### config.mk
export PLATFORM = sky130hd
export DESIGN_NAME = scalar_kalman_six_channel_unit
export DESIGN_NICKNAME = d
export VERILOG_FILES = /design/src/hw/rtl/skf_pkg.sv /design/src/hw/rtl/skf_fifo.sv /design/src/hw/rtl/skf_front.sv /design/src/hw/rtl/skf_back.sv /design/src/hw/rtl/scalar_kalman_six_channel_unit.sv
export SDC_FILE = /design/constraint.sdc
export NUM_CORES = 2
export LEC_CHECK = 0
export ABC_AREA = 1
export BUFFER_PORTS_ARGS = -buffer_cell sky130_fd_sc_hd__buf_2
export CORE_MARGIN = 10
export CORE_UTILIZATION = 58
export CTS_CLUSTER_SIZE = 20
export DETAILED_ROUTE_END_ITERATION = 8
export PLACE_DENSITY = 0.77
export SETUP_SLACK_MARGIN = 0.15
export SLEW_MARGIN = 20
export SYNTH_ARGS = -nofsm -noshare
export SYNTH_HDL_FRONTEND = slang
export SYNTH_SLANG_ARGS = --single-unit
### constraint.sdc
create_clock -name i_clk -period 7.5 [get_ports i_clk]
set_input_delay 1.125 -clock i_clk [delete_from_list [all_inputs] [get_ports i_clk]]
set_output_delay 1.125 -clock i_clk [all_outputs]
set_load 0.02 [all_outputs]
### src/hw/rtl/skf_pkg.sv
`timescale 1ns / 1ps

package skf_pkg;

    // Defaults for the top-level parameters
    localparam int CHANNELS_DEF  = 6;
    localparam int FRAC_BITS_DEF = 16;

    // Channels below this index use the accelerometer noise set
    localparam int ACC_CHANNELS = 3;

    // Fixed field and register widths
    localparam int SAMPLE_W  = 16;
    localparam int CHAN_W    = 3;
    localparam int REG_W     = 24;
    localparam int COV_W     = 25;
    localparam int PP_W      = COV_W + 1;   // P + Q
    localparam int DEN_W     = COV_W + 2;   // P + Q + R
    localparam int CFG_IDX_W = 3;

    localparam int QUEUE_DEPTH = 2;

    // Configuration register indexes
    localparam logic [CFG_IDX_W-1:0] CFG_ACC_Q   = 3'd0;
    localparam logic [CFG_IDX_W-1:0] CFG_ACC_R   = 3'd1;
    localparam logic [CFG_IDX_W-1:0] CFG_ACC_P0  = 3'd2;
    localparam logic [CFG_IDX_W-1:0] CFG_GYRO_Q  = 3'd3;
    localparam logic [CFG_IDX_W-1:0] CFG_GYRO_R  = 3'd4;
    localparam logic [CFG_IDX_W-1:0] CFG_GYRO_P0 = 3'd5;

    // Reset values, unsigned Q8.16
    localparam logic [REG_W-1:0] RST_ACC_Q   = 24'd4096;
    localparam logic [REG_W-1:0] RST_ACC_R   = 24'd65536;
    localparam logic [REG_W-1:0] RST_ACC_P0  = 24'd14418;
    localparam logic [REG_W-1:0] RST_GYRO_Q  = 24'd196608;
    localparam logic [REG_W-1:0] RST_GYRO_R  = 24'd8192;
    localparam logic [REG_W-1:0] RST_GYRO_P0 = 24'd27525;

    typedef enum logic [1:0] {
        KIND_FILTER,
        KIND_REINIT,
        KIND_SKIP
    } t_kind;

    typedef struct packed {
        t_kind                       kind;
        logic                        is_acc;
        logic [CHAN_W-1:0]           channel;
        logic signed [SAMPLE_W-1:0]  sample;
    } t_cmd;

    typedef struct packed {
        logic empty;
        logic full;
    } t_q_status;

    typedef enum logic [2:0] {
        ST_IDLE,
        ST_PREP,
        ST_SETUP,
        ST_DIV,
        ST_KPREP,
        ST_MUL,
        ST_UPDATE,
        ST_DONE
    } t_bstate;

endpackage

### src/hw/rtl/skf_fifo.sv
`timescale 1ns / 1ps

module skf_fifo (
    input  logic             i_clk,
    input  logic             i_rst_n,
    input  logic             i_push,
    input  skf_pkg::t_cmd    i_cmd,
    input  logic             i_pop,
    output skf_pkg::t_cmd    o_cmd,
    output skf_pkg::t_q_status o_status
);

    localparam int DEPTH = skf_pkg::QUEUE_DEPTH;
    localparam int PTR_W = (DEPTH > 1) ? $clog2(DEPTH) : 1;
    localparam int CNT_W = $clog2(DEPTH + 1);

    skf_pkg::t_cmd     r_mem [DEPTH];
    logic [PTR_W-1:0]  r_wr;
    logic [PTR_W-1:0]  r_rd;
    logic [CNT_W-1:0]  r_count;

    logic w_push;
    logic w_pop;

    assign o_status.empty = (r_count == '0);
    assign o_status.full  = (r_count == CNT_W'(DEPTH));
    assign w_push = i_push && !o_status.full;
    assign w_pop  = i_pop && !o_status.empty;
    assign o_cmd  = r_mem[r_rd];

    always_ff @(posedge i_clk) begin
        if (!i_rst_n) begin
            r_wr    <= '0;
            r_rd    <= '0;
            r_count <= '0;
        end else begin
            if (w_push) begin
                r_wr <= (r_wr == PTR_W'(DEPTH - 1)) ? '0 : r_wr + 1'b1;
            end
            if (w_pop) begin
                r_rd <= (r_rd == PTR_W'(DEPTH - 1)) ? '0 : r_rd + 1'b1;
            end
            if (w_push && !w_pop) begin
                r_count <= r_count + 1'b1;
            end else if (w_pop && !w_push) begin
                r_count <= r_count - 1'b1;
            end
        end
    end

    always_ff @(posedge i_clk) begin
        if (w_push) begin
            r_mem[r_wr] <= i_cmd;
        end
    end

endmodule

### src/hw/rtl/skf_front.sv
`timescale 1ns / 1ps

module skf_front #(
    parameter int CHANNELS = skf_pkg::CHANNELS_DEF
) (
    input  logic                                 i_clk,
    input  logic                                 i_rst_n,
    input  logic                                 i_in_valid,
    output logic                                 o_in_stall,
    input  logic                                 i_mode,
    input  logic [skf_pkg::CHAN_W-1:0]           i_channel,
    input  logic signed [skf_pkg::SAMPLE_W-1:0]  i_sample,
    input  logic                                 i_pop,
    output skf_pkg::t_cmd                        o_cmd,
    output skf_pkg::t_q_status                   o_status
);

    skf_pkg::t_cmd w_cmd;
    logic          w_push;

    // Classify: reinit wins over channel checks; out-of-range channels become no-ops
    always_comb begin
        w_cmd.channel = i_channel;
        w_cmd.sample  = i_sample;
        w_cmd.is_acc  = (32'(i_channel) < skf_pkg::ACC_CHANNELS);
        priority if (i_mode) begin
            w_cmd.kind = skf_pkg::KIND_REINIT;
        end else if (32'(i_channel) >= CHANNELS) begin
            w_cmd.kind = skf_pkg::KIND_SKIP;
        end else begin
            w_cmd.kind = skf_pkg::KIND_FILTER;
        end
    end

    assign o_in_stall = o_status.full;
    assign w_push     = i_in_valid && !o_status.full;

    skf_fifo u_queue (
        .i_clk    (i_clk),
        .i_rst_n  (i_rst_n),
        .i_push   (w_push),
        .i_cmd    (w_cmd),
        .i_pop    (i_pop),
        .o_cmd    (o_cmd),
        .o_status (o_status)
    );

endmodule

### src/hw/rtl/skf_back.sv
`timescale 1ns / 1ps

module skf_back #(
    parameter int CHANNELS      = skf_pkg::CHANNELS_DEF,
    parameter int FRACTION_BITS = skf_pkg::FRAC_BITS_DEF
) (
    input  logic                                  i_clk,
    input  logic                                  i_rst_n,
    input  logic                                  i_cfg_we,
    input  logic [skf_pkg::CFG_IDX_W-1:0]         i_cfg_idx,
    input  logic [skf_pkg::REG_W-1:0]             i_cfg_wdata,
    input  skf_pkg::t_cmd                         i_q_cmd,
    input  skf_pkg::t_q_status                    i_q_status,
    output logic                                  o_pop,
    output logic                                  o_out_valid,
    input  logic                                  i_out_stall,
    output logic signed [skf_pkg::SAMPLE_W-1:0]   o_filtered
);

    localparam int F      = FRACTION_BITS;
    localparam int IDX_W  = (CHANNELS > 1) ? $clog2(CHANNELS) : 1;
    localparam int X_W    = skf_pkg::SAMPLE_W + F;      // signed Q16.F estimate
    localparam int DIFF_W = X_W + 1;
    localparam int KSH_W  = F + 1;
    localparam int ACC1_W = X_W + KSH_W;
    localparam int ACC2_W = skf_pkg::PP_W + KSH_W;
    localparam int CNT_W  = $clog2(F + 1);
    localparam int PP_W   = skf_pkg::PP_W;
    localparam int DEN_W  = skf_pkg::DEN_W;
    localparam int COV_W  = skf_pkg::COV_W;
    localparam int REG_W  = skf_pkg::REG_W;
    localparam int S_W    = skf_pkg::SAMPLE_W;

    localparam logic [KSH_W-1:0] ONE_FX = {1'b1, {F{1'b0}}};

    // Configuration registers
    logic [REG_W-1:0] r_acc_q, r_acc_r, r_acc_p0;
    logic [REG_W-1:0] r_gyro_q, r_gyro_r, r_gyro_p0;

    // Per-channel filter state
    logic signed [X_W-1:0] r_est [CHANNELS];
    logic [COV_W-1:0]      r_cov [CHANNELS];

    skf_pkg::t_bstate r_state, n_state;

    // Working registers for the item in flight
    logic [IDX_W-1:0]      r_ch;
    logic signed [S_W-1:0] r_sample;
    logic                  r_is_acc;
    logic [PP_W-1:0]       r_pp;
    logic [REG_W-1:0]      r_rmeas;
    logic [DEN_W-1:0]      r_den;
    logic [DEN_W-1:0]      r_rem;
    logic [F-1:0]          r_k;
    logic                  r_neg;
    logic [X_W-1:0]        r_mag;
    logic signed [X_W-1:0] r_x;
    logic [KSH_W-1:0]      r_kshift;
    logic [KSH_W-1:0]      r_cshift;
    logic [ACC1_W-1:0]     r_acc1;
    logic [ACC2_W-1:0]     r_acc2;
    logic [COV_W-1:0]      r_pnew;
    logic [CNT_W-1:0]      r_cnt;

    logic                  r_out_valid;
    logic signed [S_W-1:0] r_filtered;

    logic                  w_out_free;
    logic                  w_out_load;
    logic signed [S_W-1:0] w_out_val;
    logic                  w_reinit;
    logic                  w_commit;
    logic [REG_W-1:0]      w_q;
    logic [REG_W-1:0]      w_r;

    logic signed [DIFF_W-1:0] w_s_fx;
    logic signed [DIFF_W-1:0] w_diff;
    logic [DIFF_W-1:0]        w_mag_full;
    logic [DEN_W:0]           w_rem2;
    logic                     w_ge;
    logic [DEN_W:0]           w_sub;
    logic [X_W-1:0]           w_delta;
    logic signed [S_W-1:0]    w_floor;
    logic                     w_round_up;
    logic signed [S_W-1:0]    w_filt;

    assign w_out_free = !r_out_valid || !i_out_stall;

    assign w_q = r_is_acc ? r_acc_q : r_gyro_q;
    assign w_r = r_is_acc ? r_acc_r : r_gyro_r;

    // sample * 2^F - X; |diff| never exceeds 65535 * 2^F
    assign w_s_fx     = {r_sample[S_W-1], r_sample, {F{1'b0}}};
    assign w_diff     = w_s_fx - {r_x[X_W-1], r_x};
    assign w_mag_full = w_diff[DIFF_W-1] ? DIFF_W'(-w_diff) : DIFF_W'(w_diff);

    // restoring divider step
    assign w_rem2 = {r_rem, 1'b0};
    assign w_ge   = (w_rem2 >= {1'b0, r_den});
    assign w_sub  = w_rem2 - {1'b0, r_den};

    assign w_delta = r_acc1[F +: X_W];

    // truncate toward zero: floor, plus one for negative values with a fraction
    assign w_floor    = r_x[X_W-1 -: S_W];
    assign w_round_up = r_x[X_W-1] && (r_x[F-1:0] != '0);
    assign w_filt     = w_floor + S_W'(w_round_up);

    // Sequencer
    always_comb begin
        n_state    = r_state;
        o_pop      = 1'b0;
        w_out_load = 1'b0;
        w_out_val  = '0;
        w_commit   = 1'b0;
        unique case (r_state)
            skf_pkg::ST_IDLE: begin
                if (!i_q_status.empty) begin
                    unique case (i_q_cmd.kind)
                        skf_pkg::KIND_FILTER: begin
                            o_pop   = 1'b1;
                            n_state = skf_pkg::ST_PREP;
                        end
                        skf_pkg::KIND_REINIT, skf_pkg::KIND_SKIP: begin
                            if (w_out_free) begin
                                o_pop      = 1'b1;
                                w_out_load = 1'b1;
                            end
                        end
                        default: ;
                    endcase
                end
            end
            skf_pkg::ST_PREP:  n_state = skf_pkg::ST_SETUP;
            skf_pkg::ST_SETUP: begin
                n_state = (r_rmeas == '0) ? skf_pkg::ST_KPREP : skf_pkg::ST_DIV;
            end
            skf_pkg::ST_DIV: begin
                if (r_cnt == '0) n_state = skf_pkg::ST_KPREP;
            end
            skf_pkg::ST_KPREP: n_state = skf_pkg::ST_MUL;
            skf_pkg::ST_MUL: begin
                if (r_cnt == '0) n_state = skf_pkg::ST_UPDATE;
            end
            skf_pkg::ST_UPDATE: n_state = skf_pkg::ST_DONE;
            skf_pkg::ST_DONE: begin
                if (w_out_free) begin
                    w_out_load = 1'b1;
                    w_out_val  = w_filt;
                    w_commit   = 1'b1;
                    n_state    = skf_pkg::ST_IDLE;
                end
            end
            default: n_state = skf_pkg::ST_IDLE;
        endcase
    end

    assign w_reinit = o_pop && (i_q_cmd.kind == skf_pkg::KIND_REINIT);

    always_ff @(posedge i_clk) begin
        if (!i_rst_n) begin
            r_state <= skf_pkg::ST_IDLE;
        end else begin
            r_state <= n_state;
        end
    end

    // Configuration registers; indexes past the list are ignored
    always_ff @(posedge i_clk) begin
        if (!i_rst_n) begin
            r_acc_q   <= skf_pkg::RST_ACC_Q;
            r_acc_r   <= skf_pkg::RST_ACC_R;
            r_acc_p0  <= skf_pkg::RST_ACC_P0;
            r_gyro_q  <= skf_pkg::RST_GYRO_Q;
            r_gyro_r  <= skf_pkg::RST_GYRO_R;
            r_gyro_p0 <= skf_pkg::RST_GYRO_P0;
        end else if (i_cfg_we) begin
            unique case (i_cfg_idx)
                skf_pkg::CFG_ACC_Q:   r_acc_q   <= i_cfg_wdata;
                skf_pkg::CFG_ACC_R:   r_acc_r   <= i_cfg_wdata;
                skf_pkg::CFG_ACC_P0:  r_acc_p0  <= i_cfg_wdata;
                skf_pkg::CFG_GYRO_Q:  r_gyro_q  <= i_cfg_wdata;
                skf_pkg::CFG_GYRO_R:  r_gyro_r  <= i_cfg_wdata;
                skf_pkg::CFG_GYRO_P0: r_gyro_p0 <= i_cfg_wdata;
                default: ;
            endcase
        end
    end

    // Channel state: reset and reinit load every channel at once
    always_ff @(posedge i_clk) begin
        if (!i_rst_n) begin
            for (int c = 0; c < CHANNELS; c++) begin
                r_est[c] <= '0;
                r_cov[c] <= (c < skf_pkg::ACC_CHANNELS) ? COV_W'(skf_pkg::RST_ACC_P0)
                                                        : COV_W'(skf_pkg::RST_GYRO_P0);
            end
        end else if (w_reinit) begin
            for (int c = 0; c < CHANNELS; c++) begin
                r_est[c] <= '0;
                r_cov[c] <= (c < skf_pkg::ACC_CHANNELS) ? COV_W'(r_acc_p0)
                                                        : COV_W'(r_gyro_p0);
            end
        end else if (w_commit) begin
            r_est[r_ch] <= r_x;
            r_cov[r_ch] <= r_pnew;
        end
    end

    // Datapath
    always_ff @(posedge i_clk) begin
        unique case (r_state)
            skf_pkg::ST_IDLE: begin
                if (o_pop) begin
                    r_ch     <= IDX_W'(i_q_cmd.channel);
                    r_sample <= i_q_cmd.sample;
                    r_is_acc <= i_q_cmd.is_acc;
                end
            end
            skf_pkg::ST_PREP: begin
                r_pp    <= PP_W'(r_cov[r_ch]) + PP_W'(w_q);
                r_rmeas <= w_r;
                r_x     <= r_est[r_ch];
            end
            skf_pkg::ST_SETUP: begin
                r_den <= DEN_W'(r_pp) + DEN_W'(r_rmeas);
                r_rem <= DEN_W'(r_pp);
                r_neg <= w_diff[DIFF_W-1];
                r_mag <= w_mag_full[X_W-1:0];
                r_cnt <= CNT_W'(F - 1);
                // R of zero: gain saturates, or is zero when P + Q is zero too
                if (r_rmeas == '0) begin
                    r_k <= (r_pp == '0) ? '0 : '1;
                end else begin
                    r_k <= '0;
                end
            end
            skf_pkg::ST_DIV: begin
                r_rem <= w_ge ? w_sub[DEN_W-1:0] : w_rem2[DEN_W-1:0];
                r_k   <= {r_k[F-2:0], w_ge};
                r_cnt <= r_cnt - 1'b1;
            end
            skf_pkg::ST_KPREP: begin
                r_kshift <= {1'b0, r_k};
                r_cshift <= ONE_FX - {1'b0, r_k};
                r_acc1   <= '0;
                r_acc2   <= '0;
                r_cnt    <= CNT_W'(F);
            end
            skf_pkg::ST_MUL: begin
                // MSB-first shift-add: mag * K and (1 - K) * Pp side by side
                r_acc1   <= {r_acc1[ACC1_W-2:0], 1'b0}
                          + (r_kshift[F] ? ACC1_W'(r_mag) : '0);
                r_acc2   <= {r_acc2[ACC2_W-2:0], 1'b0}
                          + (r_cshift[F] ? ACC2_W'(r_pp) : '0);
                r_kshift <= {r_kshift[F-1:0], 1'b0};
                r_cshift <= {r_cshift[F-1:0], 1'b0};
                r_cnt    <= r_cnt - 1'b1;
            end
            skf_pkg::ST_UPDATE: begin
                r_x    <= r_neg ? (r_x - $signed(w_delta)) : (r_x + $signed(w_delta));
                r_pnew <= r_acc2[F +: COV_W];
            end
            skf_pkg::ST_DONE: ;
            default: ;
        endcase
    end

    // Output register
    always_ff @(posedge i_clk) begin
        if (!i_rst_n) begin
            r_out_valid <= 1'b0;
        end else if (w_out_load) begin
            r_out_valid <= 1'b1;
        end else if (!i_out_stall) begin
            r_out_valid <= 1'b0;
        end
    end

    always_ff @(posedge i_clk) begin
        if (w_out_load) begin
            r_filtered <= w_out_val;
        end
    end

    assign o_out_valid = r_out_valid;
    assign o_filtered  = r_filtered;

endmodule

### src/hw/rtl/scalar_kalman_six_channel_unit.sv
`timescale 1ns / 1ps

// Six scalar Kalman filters (channels 0-2 accelerometer, 3-5 gyro) sharing one
// serial datapath. Each input item is either a sample for one channel (mode 0)
// or a reinit of all channels (mode 1); every item yields exactly one result.
// Items first land in a two-entry queue, so the input side keeps accepting,
// until the queue is full, while a result waits to be taken. In the back
// end a filter item passes prep and setup states; the gain P/(P+R) comes
// from a one-bit-per-cycle restoring divider (skipped when R is zero), then
// K*(sample-X) and (1-K)*P come from a pair of shift-add multipliers, and
// update and done states follow. Reinit and out-of-range items skip the
// datapath and return 0. Results leave through an output register. Noise and
// initial-error registers are Q8.16; write them only while the block is idle.

module scalar_kalman_six_channel_unit #(
    parameter int CHANNELS      = skf_pkg::CHANNELS_DEF,
    parameter int FRACTION_BITS = skf_pkg::FRAC_BITS_DEF
) (
    input  logic                                  i_clk,
    input  logic                                  i_rst_n,

    // configuration write port
    input  logic                                  i_cfg_we,
    input  logic [skf_pkg::CFG_IDX_W-1:0]         i_cfg_idx,
    input  logic [skf_pkg::REG_W-1:0]             i_cfg_wdata,

    // input item channel
    input  logic                                  i_in_valid,
    output logic                                  o_in_stall,
    input  logic                                  i_mode,
    input  logic [skf_pkg::CHAN_W-1:0]            i_channel,
    input  logic signed [skf_pkg::SAMPLE_W-1:0]   i_sample,

    // result item channel
    output logic                                  o_out_valid,
    input  logic                                  i_out_stall,
    output logic signed [skf_pkg::SAMPLE_W-1:0]   o_filtered
);

    skf_pkg::t_cmd      w_cmd;
    skf_pkg::t_q_status w_status;
    logic               w_pop;

    // front end: classify and queue
    skf_front #(
        .CHANNELS (CHANNELS)
    ) u_front (
        .i_clk      (i_clk),
        .i_rst_n    (i_rst_n),
        .i_in_valid (i_in_valid),
        .o_in_stall (o_in_stall),
        .i_mode     (i_mode),
        .i_channel  (i_channel),
        .i_sample   (i_sample),
        .i_pop      (w_pop),
        .o_cmd      (w_cmd),
        .o_status   (w_status)
    );

    // back end: filter state, serial arithmetic, output register
    skf_back #(
        .CHANNELS      (CHANNELS),
        .FRACTION_BITS (FRACTION_BITS)
    ) u_back (
        .i_clk       (i_clk),
        .i_rst_n     (i_rst_n),
        .i_cfg_we    (i_cfg_we),
        .i_cfg_idx   (i_cfg_idx),
        .i_cfg_wdata (i_cfg_wdata),
        .i_q_cmd     (w_cmd),
        .i_q_status  (w_status),
        .o_pop       (w_pop),
        .o_out_valid (o_out_valid),
        .i_out_stall (i_out_stall),
        .o_filtered  (o_filtered)
    );

endmodule
==> summary.txt <==
Status
  • Status: complete, no violations

GRT
  • Initial antenna violation count: 1
  • Overflow left after global routing: 0
  • All-Layer GR Usage: 27.4%
  • Largest net degree at the start of global routing: approximately 230
  • Vias in the first global route: 41,500
  • First-pass GRT wire length: around 230,000 um

Power and ir drop
  • Pwr/cell area: 355 nW/um2
  • Sw Share: around two fifths
  • Cell Int Power: 12.6 mW
  • Worst vdd ir: about 310 uV
  • Leakage power total: ~24 nW
  • Clock group share of total power: about a quarter
  • Register share of total power: 37.7%
  • NetSw: about 8.3 mW
  • Logic gate share of total power: a little under two fifths

Timing
  • Slew @ Worst Pin: roughly 1200 ps
  • PnR worst setup slack: 2830 ps
  • Final Hold Vio Count: 0
  • RSZ-0062 raised after global routing: false
  • Final Slew Violations: 0
  • Worst rel slew slack: ~17%
  • Tcrit/Tclk final: approximately 62%
  • Worst Skew: 26.2 ps
  • Min Tclk post-route: 4670 ps
  • # setup viols final: 0
  • Hold Slack: roughly 420 ps
  • Fmax: 214 MHz
  • Fin Setup TNS: 0 ps

Logic synthesis
  • Number of synthesized flops with an enable pin: between 800 and 900
  • Syn_nets: around 6,400
  • Top_reg_cell synth: edfxtp_1
  • Unique masters post-synth: 55
  • Synthesized area: around 54,000 um2
  • Async SR Flop Fraction: 0%
  • Synth Instances: 6,103
  • Synth Register Bits: a little over 1,000
  • Post-synthesis sequential area ratio: a little over half
  • Synth Warn #: 0
  • Syn Area/Cell: 8.87 um2

Flow run
  • Max cap viols: 0

Placed design
  • IO Port Bufs: 69
  • Placed cell area: between 50,000 and 60,000 um2
  • Pre-CTS WS: 2850 ps
  • Placed wire-length estimate: roughly 100,000 um
  • GP Congestion: 1.00

Worst setup path
  • Crit path max fanout: 59
  • CP endpoint kind: register
  • CP arrival: between 4000 and 5000 ps
  • Crit path launch type: register
  • Worst Path Required: 7810 ps
  • Crit-path cells: inv_1 > nor2_1 > nand2_1 > nor2_1 > nand2_1 > inv_1 > nand3_2 > buf_4 > nand2_2 > buf_4
  • Max incr delay on CP: 620 ps
  • Path type of the worst setup path: reg2reg
  • Slowest library cell on the worst path: nand2_2

Final layout
  • Nets@finish: 6,332
  • Syn-to-layout area delta: 9.20%
  • Most frequent cells in the layout: nor2_1, nand2_1, edfxtp_1, o21ai_0, inv_1
  • Ratio of cells with drive above 1 in the final layout: between 5 and 6%
  • Fillers: around 7,600
  • Final instance area: ~60,000 um2
  • Commonest non-fill, non-tap cell in the layout: nor2_1
  • Antenna fix cells: 0
  • Final core utilization: around 64%

Floorplan
  • FP Rows: 112
  • Core Box Area: 93,000 um2
  • Die Area: approximately 110,000 um2
  • Chip Width: between 300 and 400 um
  • I/O Pins: 70
  • Initial Util: between 50% and 60%
  • Die H: 326 um

Clock tree
  • H-tree Lvls: 3
  • Post-CTS Setup Inserts: 0
  • Cts bufs inserted: between 100 and 150
  • Count of cells resized by post-cts repair: 0
  • TritonCTS clock tree: done
  • Sink Count: just over 1,000
  • Worst skew pair latency: slightly below 700 ps
  • Clk buf depth: 3
  • # hold bufs at CTS: 0
  • CTS root buf: clkbuf_16
  • Worst-path clk slew: around 60 ps

Detailed routing
  • Antenna viol nets, final: 0
  • Remaining DRCs: 0
  • Routed WL: 151,000 um
  • Via Count: approximately 45,000
  • Vias per cell: around 6
  • DR WL/cell: 20.4 um
  • DRT iter0 DRCs: roughly 5,800
  • Detailed Routing Iterations Pass 1: 7

Worst hold path
  • Worst Hold Class: reg2reg
==> stage by stage <==
step	instances	power [mW]
4_1_cts	7431	20.8
2_1_floorplan	6103	13.2
3_3_place_gp	7232	15.3
6_report	7431	21.0
3_5_place_dp	7232	15.5
5_1_grt	7431	22.1
==> cell usage after synthesis, drive strengths merged (6+ instances only) <==
cell type	number	share of area [%]
o21bai	14	0.19
or2	7	0.081
ha	189	4.4
dfxtp	156	5.8
a21o	19	0.26
clkbuf	210	1.5
nand2	974	6.8
a21oi	363	3.4
a31oi	47	0.54
edfxtp	873	48
xnor2	46	0.74
o21a	22	0.30
inv	564	3.9
o22ai	68	0.79
nor4	27	0.31
o31ai	6	0.083
a21boi	11	0.15
clkinv	16	0.11
xor2	95	1.6
nor2	1139	8.1
o221ai	29	0.47
nand3	169	1.6
nand4	39	0.45
fa	6	0.22
o21ai	856	7.9
nor3	41	0.38
buf	27	0.24
mux2	20	0.42
o211ai	39	0.54
==> worst max-delay path, delay by kind of cell (launching register included) <==
family | cells | cell delay [ps]
AND/OR/NAND/NOR | 6 | 2360
buffers and inverters | 4 | 1320
flip-flops | 1 | 580
==> routing by layer <==
layer	vias up	GRT usage (%)	part of all wire, %
li1	20900	-	-
met1	21200	38.3	41
met2	2358	42.0	44
met3	320	5.66	11
met4	2	9.65	3.3
met5	-	0.860	0.087
==> sequential cells by signal (all words and copies together) (netlist names), 25 cells and up, named ones only <==
signal / count
u_back.r_acc1: 48
u_back.r_acc2: 41
u_back.r_cov: 200
u_back.r_den: 27
u_back.r_est: 256
u_back.r_mag: 32
u_back.r_pnew: 25
u_back.r_pp: 26
u_back.r_rem: 27
u_back.r_x: 32
u_front.u_queue.r_mem: 44
==> worst paths after layout <==
| check | from | to | slack [ps] | depth (start not counted) |
|---|---|---|---|---|
| max reg2reg | u_back.r_state[2]$_SDFFE_PN0P_ | u_back.r_est[5][6]$_SDFFCE_PN0P_ | 2830 | 10 |
| max | u_back.r_state[2]$_SDFFE_PN0P_ | u_back.r_est[5][6]$_SDFFCE_PN0P_ | 2830 | 10 |
| min | u_back.r_acc2[40]$_SDFFCE_PN0N_ | u_back.r_pnew[24]$_DFFE_PP_ | 420 | 0 |
| min reg2reg | u_back.r_acc2[40]$_SDFFCE_PN0N_ | u_back.r_pnew[24]$_DFFE_PP_ | 420 | 0 |
==> kinds of logic (layout without fill, tap and decap cells) <==
group	after synthesis	after routing	share of synthesized area [%]
multiplexers	20	20	0.416
adder cells (fa/ha/maj)	195	195	4.59
XOR/XNOR	141	141	2.34
flip-flops	1029	1029	54.2
AO/OA/AOI/OAI	1487	1487	14.8
buffers and inverters	817	891	5.72
AND/OR/NAND/NOR	2414	2414	18.0
==> layout make-up <==
type                       instances  area [um2]  share of cell area, %
tap                             1254        1570                   2.65
inverter                         580        2190                   3.70
clock inverter                    53         564                  0.954
sequential                      1029       29300                   49.6
multi-input combinational       4257       21900                   37.0
timing repair buffer             112         683                   1.16
clock buffer                     146        2920                   4.94
==> power by group through the flow <==
stage	logic [mW]	clock network [mW]	registers, mW
after floorplan	5.49	0	7.70
final	7.80	5.29	7.90
after global placement	7.37	0	7.97
after global routing	8.62	5.55	7.93
after detailed placement	7.54	0	7.98
after CTS	7.61	5.32	7.87
Power figures use the tool's default switching activity.
